$ cat src/rtl/lkv_pkg.sv
// Package for the LRU key-value cache: sizes, command codes and the structs
// passed between the request front end and the cache back end.
// No dependencies.
package lkv_pkg;

  localparam int unsigned MaxEntries = 8;
  localparam int unsigned KeyBits    = 64;
  localparam int unsigned ValueBits  = 64;
  localparam int unsigned LimitBits  = 4;
  localparam int unsigned IdxBits    = (MaxEntries > 1) ? $clog2(MaxEntries) : 1;
  localparam int unsigned CountBits  = $clog2(MaxEntries + 1);

  // Both decoupling queues hold two transactions.
  localparam int unsigned QueueDepth = 2;
  localparam int unsigned QPtrBits   = $clog2(QueueDepth);
  localparam int unsigned QCntBits   = $clog2(QueueDepth + 1);

  localparam logic [LimitBits-1:0] LimitReset = 4'd8;

  typedef enum logic {
    CmdLookup = 1'b0,
    CmdStore  = 1'b1
  } cmd_e;

  typedef struct packed {
    cmd_e                 cmd;
    logic [KeyBits-1:0]   key;
    logic [ValueBits-1:0] value;
  } req_t;

  typedef struct packed {
    logic                 hit;
    logic [ValueBits-1:0] value;
  } rsp_t;

  typedef struct packed {
    logic [MaxEntries-1:0] valid;
    logic [CountBits-1:0]  used;
  } status_t;

endpackage

$ cat src/rtl/lru_key_value_cache.sv
// Top level of the LRU key-value cache: entry limit register, request
// front end and cache back end.
// Depends on lkv_pkg, lkv_front and lkv_back.

// A small fully associative cache of eight 64-bit key/value pairs with
// least-recently-used replacement. Each request is a lookup or a store and
// produces exactly one result: hit tells whether the key was present, and
// read_value_o carries the stored value on a lookup hit and zero otherwise.
// Requests enter a two-deep queue on the push/full side; the back end takes
// one request per clock while the result queue has room, compares the key
// against all eight tags in parallel and updates the recency ranks in the
// same cycle, so the sustained rate is one request per cycle when the reader
// keeps up. A pushed request is registered in the input queue and its result
// in a two-deep queue on the empty/pop side, so a stalled reader holds up the
// input side only once both queues have filled. The entry limit (reset 8)
// sets how many entries fill before eviction starts; zero acts as one and
// values above eight act as eight. Lowering it never drops entries. The user
// must write it only while no transaction is in flight; no check enforces it.
module lru_key_value_cache (
  input  logic                          clk_i,
  input  logic                          rst_ni,
  input  logic                          cfg_we_i,
  input  logic [lkv_pkg::LimitBits-1:0] cfg_wdata_i,
  input  logic                          push,
  output logic                          full,
  input  logic                          command_i,
  input  logic [lkv_pkg::KeyBits-1:0]   key_i,
  input  logic [lkv_pkg::ValueBits-1:0] write_value_i,
  output logic                          empty,
  input  logic                          pop,
  output logic                          hit_o,
  output logic [lkv_pkg::ValueBits-1:0] read_value_o
);

  logic [lkv_pkg::LimitBits-1:0] entry_limit_q;
  logic [lkv_pkg::CountBits-1:0] eff_limit;
  logic                          req_valid, req_ready;
  lkv_pkg::req_t                 req;
  lkv_pkg::rsp_t                 rsp;
  lkv_pkg::status_t              status;

  always_ff @(posedge clk_i or negedge rst_ni) begin
    if (!rst_ni) begin
      entry_limit_q <= lkv_pkg::LimitReset;
    end else if (cfg_we_i) begin
      entry_limit_q <= cfg_wdata_i;
    end
  end

  // The limit is clamped to the range one through the table size.
  always_comb begin
    if (entry_limit_q == '0) begin
      eff_limit = lkv_pkg::CountBits'(1);
    end else if (32'(entry_limit_q) > lkv_pkg::MaxEntries) begin
      eff_limit = lkv_pkg::CountBits'(lkv_pkg::MaxEntries);
    end else begin
      eff_limit = lkv_pkg::CountBits'(entry_limit_q);
    end
  end

  lkv_front u_front (
    .clk_i         (clk_i),
    .rst_ni        (rst_ni),
    .push_i        (push),
    .full_o        (full),
    .command_i     (command_i),
    .key_i         (key_i),
    .write_value_i (write_value_i),
    .req_valid_o   (req_valid),
    .req_ready_i   (req_ready),
    .req_o         (req)
  );

  lkv_back u_back (
    .clk_i       (clk_i),
    .rst_ni      (rst_ni),
    .req_valid_i (req_valid),
    .req_ready_o (req_ready),
    .req_i       (req),
    .limit_i     (eff_limit),
    .pop_i       (pop),
    .empty_o     (empty),
    .rsp_o       (rsp),
    .status_o    (status)
  );

  assign hit_o        = rsp.hit;
  assign read_value_o = rsp.value;

  // The fill count always matches the number of valid entries.
  assert property (@(posedge clk_i) disable iff (!rst_ni)
    $countones(status.valid) == 32'(status.used))
    else $error("fill count does not match valid entries");

  // A request taken by the back end leaves a result to read.
  assert property (@(posedge clk_i) disable iff (!rst_ni)
    (req_valid && req_ready) |=> !empty)
    else $error("dispatched request left no result");

  // The fill count only ever grows, and by one at a time.
  assert property (@(posedge clk_i) disable iff (!rst_ni)
    (status.used != $past(status.used)) |->
      (status.used == $past(status.used) + lkv_pkg::CountBits'(1)))
    else $error("fill count moved by other than one");

endmodule

$ cat src/rtl/lkv_front.sv
// Request front end of the LRU key-value cache: decodes incoming requests
// and holds them in a two-entry queue for the back end.
// Depends on lkv_pkg.
module lkv_front (
  input  logic                          clk_i,
  input  logic                          rst_ni,
  input  logic                          push_i,
  output logic                          full_o,
  input  logic                          command_i,
  input  logic [lkv_pkg::KeyBits-1:0]   key_i,
  input  logic [lkv_pkg::ValueBits-1:0] write_value_i,
  output logic                          req_valid_o,
  input  logic                          req_ready_i,
  output lkv_pkg::req_t                 req_o
);

  lkv_pkg::req_t                  mem_q [lkv_pkg::QueueDepth];
  logic [lkv_pkg::QPtrBits-1:0]   wptr_q, wptr_d, rptr_q, rptr_d;
  logic [lkv_pkg::QCntBits-1:0]   count_q, count_d;
  lkv_pkg::req_t                  new_req;
  logic                           wr_en, rd_en;

  always_comb begin
    new_req.cmd   = command_i ? lkv_pkg::CmdStore : lkv_pkg::CmdLookup;
    new_req.key   = key_i;
    new_req.value = write_value_i;
  end

  assign full_o      = (count_q == lkv_pkg::QCntBits'(lkv_pkg::QueueDepth));
  assign req_valid_o = (count_q != '0);
  assign req_o       = mem_q[rptr_q];
  assign wr_en       = push_i && !full_o;
  assign rd_en       = req_valid_o && req_ready_i;

  always_comb begin
    wptr_d  = wptr_q;
    rptr_d  = rptr_q;
    count_d = count_q;
    if (wr_en) begin
      wptr_d = (wptr_q == lkv_pkg::QPtrBits'(lkv_pkg::QueueDepth - 1)) ? '0
             : wptr_q + lkv_pkg::QPtrBits'(1);
    end
    if (rd_en) begin
      rptr_d = (rptr_q == lkv_pkg::QPtrBits'(lkv_pkg::QueueDepth - 1)) ? '0
             : rptr_q + lkv_pkg::QPtrBits'(1);
    end
    if (wr_en && !rd_en) begin
      count_d = count_q + lkv_pkg::QCntBits'(1);
    end else if (rd_en && !wr_en) begin
      count_d = count_q - lkv_pkg::QCntBits'(1);
    end
  end

  always_ff @(posedge clk_i or negedge rst_ni) begin
    if (!rst_ni) begin
      wptr_q  <= '0;
      rptr_q  <= '0;
      count_q <= '0;
    end else begin
      wptr_q  <= wptr_d;
      rptr_q  <= rptr_d;
      count_q <= count_d;
    end
  end

  always_ff @(posedge clk_i) begin
    if (wr_en) begin
      mem_q[wptr_q] <= new_req;
    end
  end

endmodule

$ cat src/rtl/lkv_back.sv
// Cache back end of the LRU key-value cache: tag table, recency ranks,
// replacement, and a two-entry result queue toward the output side.
// Depends on lkv_pkg.
module lkv_back (
  input  logic                          clk_i,
  input  logic                          rst_ni,
  input  logic                          req_valid_i,
  output logic                          req_ready_o,
  input  lkv_pkg::req_t                 req_i,
  input  logic [lkv_pkg::CountBits-1:0] limit_i,
  input  logic                          pop_i,
  output logic                          empty_o,
  output lkv_pkg::rsp_t                 rsp_o,
  output lkv_pkg::status_t              status_o
);

  // Cache table.
  logic [lkv_pkg::KeyBits-1:0]   key_q  [lkv_pkg::MaxEntries];
  logic [lkv_pkg::ValueBits-1:0] val_q  [lkv_pkg::MaxEntries];
  logic [lkv_pkg::IdxBits-1:0]   rank_q [lkv_pkg::MaxEntries];
  logic [lkv_pkg::IdxBits-1:0]   rank_d [lkv_pkg::MaxEntries];
  logic [lkv_pkg::MaxEntries-1:0] valid_q, valid_d;
  logic [lkv_pkg::CountBits-1:0]  used_q, used_d;

  // Result queue.
  lkv_pkg::rsp_t                rsp_mem_q [lkv_pkg::QueueDepth];
  logic [lkv_pkg::QPtrBits-1:0] wptr_q, wptr_d, rptr_q, rptr_d;
  logic [lkv_pkg::QCntBits-1:0] count_q, count_d;

  logic                          fire, hit, has_free, fill, update, is_store;
  logic [lkv_pkg::MaxEntries-1:0] match, victim;
  logic [lkv_pkg::IdxBits-1:0]   found_idx, free_idx, victim_idx, target_idx;
  logic [lkv_pkg::IdxBits-1:0]   target_rank;
  logic [lkv_pkg::CountBits-1:0] oldest_rank;
  lkv_pkg::rsp_t                 new_rsp;
  logic                          rsp_pop;

  assign req_ready_o = (count_q != lkv_pkg::QCntBits'(lkv_pkg::QueueDepth));
  assign fire        = req_valid_i && req_ready_o;
  assign is_store    = (req_i.cmd == lkv_pkg::CmdStore);
  assign oldest_rank = used_q - lkv_pkg::CountBits'(1);

  // Parallel tag compare and the three priority picks, lowest index first.
  always_comb begin
    found_idx  = '0;
    free_idx   = '0;
    victim_idx = '0;
    for (int i = lkv_pkg::MaxEntries - 1; i >= 0; i--) begin
      match[i]  = valid_q[i] && (key_q[i] == req_i.key);
      victim[i] = valid_q[i] && (lkv_pkg::CountBits'(rank_q[i]) == oldest_rank);
      if (match[i]) begin
        found_idx = lkv_pkg::IdxBits'(i);
      end
      if (!valid_q[i]) begin
        free_idx = lkv_pkg::IdxBits'(i);
      end
      if (victim[i]) begin
        victim_idx = lkv_pkg::IdxBits'(i);
      end
    end
  end

  assign hit      = |match;
  assign has_free = ~&valid_q;
  assign fill     = is_store && !hit && (used_q < limit_i) && has_free;
  assign update   = fire && (hit || is_store);

  always_comb begin
    if (hit) begin
      target_idx = found_idx;
    end else if (fill) begin
      target_idx = free_idx;
    end else begin
      target_idx = victim_idx;
    end
  end

  assign target_rank = rank_q[target_idx];

  // Recency update: a fill ages every valid entry, a promotion ages only
  // the entries newer than the target.
  always_comb begin
    valid_d = valid_q;
    used_d  = used_q;
    for (int i = 0; i < lkv_pkg::MaxEntries; i++) begin
      rank_d[i] = rank_q[i];
      if (update && valid_q[i] && (lkv_pkg::IdxBits'(i) != target_idx) &&
          (fill || (rank_q[i] < target_rank))) begin
        rank_d[i] = rank_q[i] + lkv_pkg::IdxBits'(1);
      end
    end
    if (update) begin
      rank_d[target_idx] = '0;
    end
    if (fire && fill) begin
      valid_d[free_idx] = 1'b1;
      used_d            = used_q + lkv_pkg::CountBits'(1);
    end
  end

  always_comb begin
    new_rsp.hit   = hit;
    new_rsp.value = (!is_store && hit) ? val_q[found_idx] : '0;
  end

  assign empty_o  = (count_q == '0);
  assign rsp_o    = rsp_mem_q[rptr_q];
  assign rsp_pop  = pop_i && !empty_o;
  assign status_o = '{valid: valid_q, used: used_q};

  always_comb begin
    wptr_d  = wptr_q;
    rptr_d  = rptr_q;
    count_d = count_q;
    if (fire) begin
      wptr_d = (wptr_q == lkv_pkg::QPtrBits'(lkv_pkg::QueueDepth - 1)) ? '0
             : wptr_q + lkv_pkg::QPtrBits'(1);
    end
    if (rsp_pop) begin
      rptr_d = (rptr_q == lkv_pkg::QPtrBits'(lkv_pkg::QueueDepth - 1)) ? '0
             : rptr_q + lkv_pkg::QPtrBits'(1);
    end
    if (fire && !rsp_pop) begin
      count_d = count_q + lkv_pkg::QCntBits'(1);
    end else if (rsp_pop && !fire) begin
      count_d = count_q - lkv_pkg::QCntBits'(1);
    end
  end

  always_ff @(posedge clk_i or negedge rst_ni) begin
    if (!rst_ni) begin
      valid_q <= '0;
      used_q  <= '0;
      wptr_q  <= '0;
      rptr_q  <= '0;
      count_q <= '0;
      for (int i = 0; i < lkv_pkg::MaxEntries; i++) begin
        rank_q[i] <= '0;
      end
    end else begin
      valid_q <= valid_d;
      used_q  <= used_d;
      wptr_q  <= wptr_d;
      rptr_q  <= rptr_d;
      count_q <= count_d;
      for (int i = 0; i < lkv_pkg::MaxEntries; i++) begin
        rank_q[i] <= rank_d[i];
      end
    end
  end

  always_ff @(posedge clk_i) begin
    if (fire && is_store) begin
      val_q[target_idx] <= req_i.value;
      if (!hit) begin
        key_q[target_idx] <= req_i.key;
      end
    end
    if (fire) begin
      rsp_mem_q[wptr_q] <= new_rsp;
    end
  end

endmodule
$ cat config.mk
export PLATFORM = sky130hd
export DESIGN_NAME = lru_key_value_cache
export DESIGN_NICKNAME = d
export VERILOG_FILES = /design/src/rtl/lkv_pkg.sv /design/src/rtl/lru_key_value_cache.sv /design/src/rtl/lkv_front.sv /design/src/rtl/lkv_back.sv
export SDC_FILE = /design/constraint.sdc
export NUM_CORES = 2
export LEC_CHECK = 0
export ABC_AREA = 1
export BUFFER_PORTS_ARGS = -buffer_cell sky130_fd_sc_hd__buf_2
export CORE_MARGIN = 4
export CORE_UTILIZATION = 50
export CTS_BUF_LIST = sky130_fd_sc_hd__clkbuf_16
export DETAILED_ROUTE_END_ITERATION = 8
export PLACE_DENSITY_LB_ADDON = 0.05
export SETUP_SLACK_MARGIN = 0.1
export SLEW_MARGIN = 0
export SYNTH_ARGS = -nofsm -noshare
export SYNTH_HDL_FRONTEND = slang
export SYNTH_HIERARCHICAL = 1
export SYNTH_SLANG_ARGS = --single-unit
export TNS_END_PERCENT = 10
$ cat constraint.sdc
create_clock -name clk_i -period 10.2 [get_ports clk_i]
set_clock_uncertainty 0.1 [all_clocks]
set_input_delay 2.04 -clock clk_i [delete_from_list [all_inputs] [get_ports clk_i]]
set_output_delay 2.04 -clock clk_i [all_outputs]
set_load 0.005 [all_outputs]
-- After elaboration in Yosys (flattened, before gate mapping)
Memory sizes are Yosys's and may differ from the RTL's.
Index checks and enable logic that the tools add are counted.
- reduce and logical (&&, ||, !) cells: 81
- multiplexer cells: 63
- order comparisons: 14
- equal/unequal tests: 25
- add/subtract/negate cells: 18
- bitwise operators: 4
- operator list (operator ; number):
    64-bit == test ; 8
    3-bit 2-to-1 mux ; 37
    64-bit 2-to-1 mux ; 1
    1-bit logical AND ; 56
    3-bit by 4-bit == test with 1-bit output ; 8
    3-bit by 1-bit adder with 3-bit output, second input constant ; 8
    24-bit bitwise AND ; 1
    3-bit less-than comparator ; 8
    24-bit 2-to-1 mux ; 1
    24-bit NOT ; 1
    1-bit 2-to-1 mux ; 15
    3-bit != test, first input constant ; 4
    3-bit binary-select mux with 3-bit select ; 1
    3-bit demux with 3-bit select ; 1
    1-bit logical OR ; 9
    1-bit logical NOT ; 8
    2-bit 2-to-1 mux ; 4
    4-bit 2-to-1 mux ; 2
    8-bit bitwise OR ; 1
    8-bit AND reduction ; 1
    8-bit OR reduction ; 1
    2-bit by 3-bit != test with 1-bit output, first input constant ; 2
    2-bit nonzero test ; 3
    1-bit adder, second input constant ; 4
    other kinds (18) ; 20
- memory bits (writable): 1412
- bits of input ports: 138
- output and inout port bits: 67
- memories kept: 4
- word-level logic and storage cells: 226
- flip-flop bits (word level): 48
- memories (memory ; depth ; width ; rd ports ; clocked after memory_dff ; wr ports ; RTL line ; RTL):
    u_back.key_q ; 8 ; 64 ; 8 ; 0 ; 1 ; lkv_back.sv:18 ; logic [lkv_pkg::KeyBits-1:0] key_q [lkv_pkg::MaxEntries];
    u_back.val_q ; 8 ; 64 ; 1 ; 0 ; 1 ; lkv_back.sv:19 ; logic [lkv_pkg::ValueBits-1:0] val_q [lkv_pkg::MaxEntries];
    u_front.mem_q ; 2 ; 129 ; 1 ; 0 ; 1 ; lkv_front.sv:17 ; lkv_pkg::req_t mem_q [lkv_pkg::QueueDepth];
    u_back.rsp_mem_q ; 2 ; 65 ; 1 ; 0 ; 1 ; lkv_back.sv:26 ; lkv_pkg::rsp_t rsp_mem_q [lkv_pkg::QueueDepth];

-- Depth between registers and ports, before layout
- depth after elaboration: 23
- mapped depth: 39
- depth with buffers taken out: 35

-- By module
The synthesis kept the hierarchy.
- modules (own cells, without submodules) (module ; area each (um2) ; cells each ; instances ; sequential area each (um2)):
    lkv_back ; 55784.8 ; 5508 ; 1 ; 35654.2
    lkv_front ; 9640.5 ; 706 ; 1 ; 7847.5
    lru_key_value_cache ; 173.9 ; 22 ; 1 ; 101.3

-- Worst setup path after synthesis
OpenSTA, ideal clock, no wires.
- kind: in2reg
- from: input port push
- to: memory u_front/mem_q[1][0] in the netlist's numbering (enable)
- data arrival time: 7.504 ns
- library setup time: 0.619 ns
- slack: 1.977 ns
- required time: 9.481 ns
- path buffers: 0
- cell stages on the path: 2
- cell sequence: o21ai_0 > nor2_1
- word-level cells in the longest chain between the ends: 3
- RTL lines (what ; RTL line ; RTL):
    from (decl) ; lru_key_value_cache.sv:24 ; input logic push,
    1-bit logical AND ; lkv_front.sv:32 ; assign wr_en = push_i && !full_o;
    1-bit 2-to-1 mux ; lkv_front.sv:67 ; if (wr_en) begin
    1-bit 2-to-1 mux (not written as such) ; lkv_front.sv:68 ; mem_q[wptr_q] <= new_req;
    to (decl) ; lkv_front.sv:17 ;
No other way between the ends.

==> impl_metrics.env <==
export IMPL_status="completed"
export IMPL_fp_dieW_um=370
export IMPL_grt_start_max_net_pins=107
export IMPL_grt_pass1_vias=44900
export IMPL_fp_dieArea_mm2=0.137
export IMPL_fillers=11000
export IMPL_postCtsSetupBuffers=0
export IMPL_io_pins=205
export IMPL_vias=49100
export IMPL_worst_path_max_delay_cell="dfrtp_4"
export IMPL_use_met3_pct=12.8
export IMPL_dp_slack_ns=2.84
export IMPL_grt_ovfl_total=0
export IMPL_min_path_cells=2
export IMPL_synth_ff_type="edfxtp_1"
export IMPL_p_clk_share_pct=21.7
export IMPL_fp_row_count=132
export IMPL_intPower_uw=14400
export IMPL_required_ns=10.81
export IMPL_synthXorXnorAreaFrac_pct=2.31
export IMPL_ff2ff_path_depth=28
export IMPL_report_final_setup_viol=0
export IMPL_hp_start="u_front/count_q[1]$_DFFE_PN0P_"
export IMPL_cts_tree="done"
export IMPL_drt_wl_total_mm=252
export IMPL_peakVddDrop_mv=0.247
export IMPL_period_needed_ns=7.88
export IMPL_synth_compound_area_share_pct=5.63
export IMPL_gp_congestion=1.09
export IMPL_synthAdderAreaFrac_pct=0.439
export IMPL_via_per_inst=5.86
export IMPL_use_met2_pct=50.5
export IMPL_core_mm2=0.130
export IMPL_power_frac_comb_pct=41.6
export IMPL_synth_top_family_by_area="simple AND/OR/NAND/NOR gates"
export IMPL_hold_viol=0
export IMPL_synth_mux_area_share_pct=0
export IMPL_seqPwrFrac_pct=36.7
export IMPL_critPathLaunchType="register"
export IMPL_port_buffers=204
export IMPL_clock_sinks=1460
export IMPL_synth_edf_count=1412
export IMPL_endpoint_kind="register"
export IMPL_tightest_slew_ns=1.34
export IMPL_drt_pre_antenna_iters=6
export IMPL_antenna_found_initial=33
export IMPL_synth_seq_cells=1460
export IMPL_path_clk_slew_ns=0.06
export IMPL_crit_buf_inv=4
export IMPL_syn_cell_area_mm2=0.0656
export IMPL_layout_commonest_cell="nand2_1"
export IMPL_hp_class="reg -> reg"
export IMPL_synthArstFlopShare_pct=3.29
export IMPL_synth_nets=6397
export IMPL_switchingPower_uw=11400
export IMPL_r2r_end="u_back/rank_q[5]$_DFF_PN0_"
export IMPL_reg2reg_from="u_front/rptr_q$_DFFE_PN0P_"
export IMPL_post_route_drc_count=0
export IMPL_finalSetupTns_ns=0
export IMPL_slew_headroom_pct=9.70
export IMPL_syn2layout_area_growth_pct=12.7
export IMPL_yosysSeqAreaShare_pct=66.5
export IMPL_worst_skew_pair_late_latency_ns=0.80
export IMPL_finalCritPeriodShare_pct=77.2
export IMPL_layout_common_cells="nand2_1 (1888), edfxtp_1 (1412), nor2_1 (962), inv_1 (444), o21ai_0 (362)"
export IMPL_crit_arrival_ns=8.49
export IMPL_rsz0062_at_grt="false"
export IMPL_grt_busiest_layer="met1"
export IMPL_detail_route_wl_per_cell_um=30.1
export IMPL_htreeDepth=4
export IMPL_path_delay_family="simple AND/OR/NAND/NOR gates"
export IMPL_cts_buffers=156
export IMPL_fp_dieH_um=370
export IMPL_crit_path_max_fanout=104
export IMPL_yosysWarnings=6
export IMPL_fmax_mhz=127
export IMPL_path_common_cell="nand2_1"
export IMPL_slew_violations=0
export IMPL_drive_gt1_share_pct=11.5
export IMPL_clockBufferDepth=3
export IMPL_num_nets_final=6654
export IMPL_dp_hpwl_mm=177
export IMPL_drt_iter0_markers=7452
export IMPL_synth_area_per_cell_um2=10.5
export IMPL_start_util_pct=50.5
export IMPL_maxCapViolations=0
export IMPL_synth_distinct_cells=51
export IMPL_cts_root_buffer="clkbuf_16"
export IMPL_grt_pass1_wl_mm=345
export IMPL_path_class="reg -> reg"
export IMPL_track_usage_pct=36.2
export IMPL_max_stage_delay_ns=0.77
export IMPL_synth_simple_area_share_pct=20.5
export IMPL_grt_use_met1_pct=53.4
export IMPL_power_leakage_uw=0.0292
export IMPL_p_per_area_mw_per_mm2=349
export IMPL_whs_endpoint="u_front/count_q[1]$_DFFE_PN0P_"
export IMPL_cts_resized=0
export IMPL_fin_ws_ns=2.32
export IMPL_postCtsHoldBufs=0
export IMPL_switching_share_pct=44.1
export IMPL_postRouteAntennaNets=0
export IMPL_r2r_slack_ns=2.32
export IMPL_syn_inst=6236
==> sequential cells by signal, indices dropped and copies added (netlist names), 4 cells and up <==
signal,count
u_back/rank_q,24
u_back/valid_q,8
u_back/used_q,4
u_back/rsp_mem_q,130
u_front/mem_q,258
u_back/val_q,512
u_back/key_q,512
entry_limit_q,4
==> routing by layer <==
layer  share of wire, %  vias to the layer above
met3                 14                      400
met4                3.1                       22
met1                 42                    24000
met5               0.10                        -
li1                   -                    21600
met2                 41                     3112
==> metrics by stage <==
step                      utilization [%]  total power (uW)  cell area, um2  instances  hold slack, ns
final                                56.9             25800           73900       8374           0.379
after global routing                 56.9             26700           73900       8361           0.382
after floorplan                         -             15200           65600       6236           0.342
after detailed placement             52.9             19900           68800       8077           0.360
after CTS                            56.9             25500           73900       8360           0.375
after global placement               52.9             19900           68800       8077           0.360
==> synthesized netlist by cell type, types with 8 or more instances <==
| cell type | count | area (um2) |
|---|---|---|
| edfxtp_1 | 1412 | 42400 |
| inv_2 | 48 | 180 |
| xnor2_1 | 84 | 736 |
| nand3_1 | 104 | 521 |
| a21boi_2 | 8 | 90.1 |
| o21ai_1 | 18 | 90.1 |
| nor3_1 | 64 | 320 |
| inv_1 | 413 | 1550 |
| buf_4 | 36 | 270 |
| nor2_1 | 973 | 3650 |
| clkbuf_1 | 70 | 263 |
| dfrtp_1 | 47 | 1180 |
| ha_1 | 23 | 288 |
| nand2_2 | 23 | 144 |
| o221a_1 | 26 | 293 |
| o22ai_1 | 20 | 125 |
| xor2_1 | 89 | 780 |
| buf_6 | 26 | 293 |
| nand2_1 | 1890 | 7090 |
| or2_2 | 48 | 300 |
| o221a_2 | 38 | 428 |
| a21oi_1 | 35 | 175 |
| nand4_1 | 104 | 651 |
| o21ai_0 | 363 | 1820 |
| nor3b_1 | 10 | 75.1 |
| nand3b_1 | 32 | 240 |
| a311oi_1 | 64 | 561 |
| buf_2 | 83 | 415 |
| or2_1 | 24 | 150 |
| buf_1 | 9 | 33.8 |
==> layout make-up <==
type,instances,area (um2),area share [%]
Tap cell,1742,2180,2.95
Multi-Input combinational cell,4088,19100,25.9
Inverter,464,1760,2.38
Clock inverter,127,1170,1.59
Sequential cell,1460,43600,59.0
Timing Repair Buffer,323,2130,2.88
Clock buffer,156,3900,5.28
Antenna cell,14,35.0,0.0474
==> worst min-delay path: stages (launching register included) <==
cell and delay [ns]:
dfrtp_1 0.35, nand2_1 0.05, nand2_1 0.05
==> worst max-delay path by stage <==
stage	start	end	slack, ns	cells past startpoint
3_5_place_dp	u_front/rptr_q$_DFFE_PN0P_	u_back/rank_q[10]$_DFF_PN0_	2.84	30
6_report	u_front/rptr_q$_DFFE_PN0P_	u_back/rank_q[5]$_DFF_PN0_	2.32	28
2_1_floorplan	push	u_front/mem_q[1][0]$_DFFE_PP_	1.98	2
3_3_place_gp	u_front/rptr_q$_DFFE_PN0P_	u_back/rank_q[21]$_DFF_PN0_	2.85	30
4_1_cts	u_front/rptr_q$_DFFE_PN0P_	u_back/rank_q[13]$_DFF_PN0_	2.83	30
5_1_grt	u_front/rptr_q$_DFFE_PN0P_	u_back/rank_q[11]$_DFF_PN0_	2.25	28
==> kinds of logic after synthesis <==
kind of cell / Yosys count
and+or+nand+nor: 3305
xor gates and xnor gates: 173
adders and majority gates: 23
buffers and inverters: 688
DFF: 1460
AOI/OAI and AO/OA: 587
==> power by group through the flow <==
stage	Clock (uW)	Combinational [uW]	Sequential (uW)
2_1_floorplan	0	5750	9470
5_1_grt	5940	11200	9570
4_1_cts	5660	10400	9460
3_3_place_gp	0	10300	9550
6_report	5590	10800	9480
3_5_place_dp	0	10300	9570
Power figures use the tool's default switching activity.
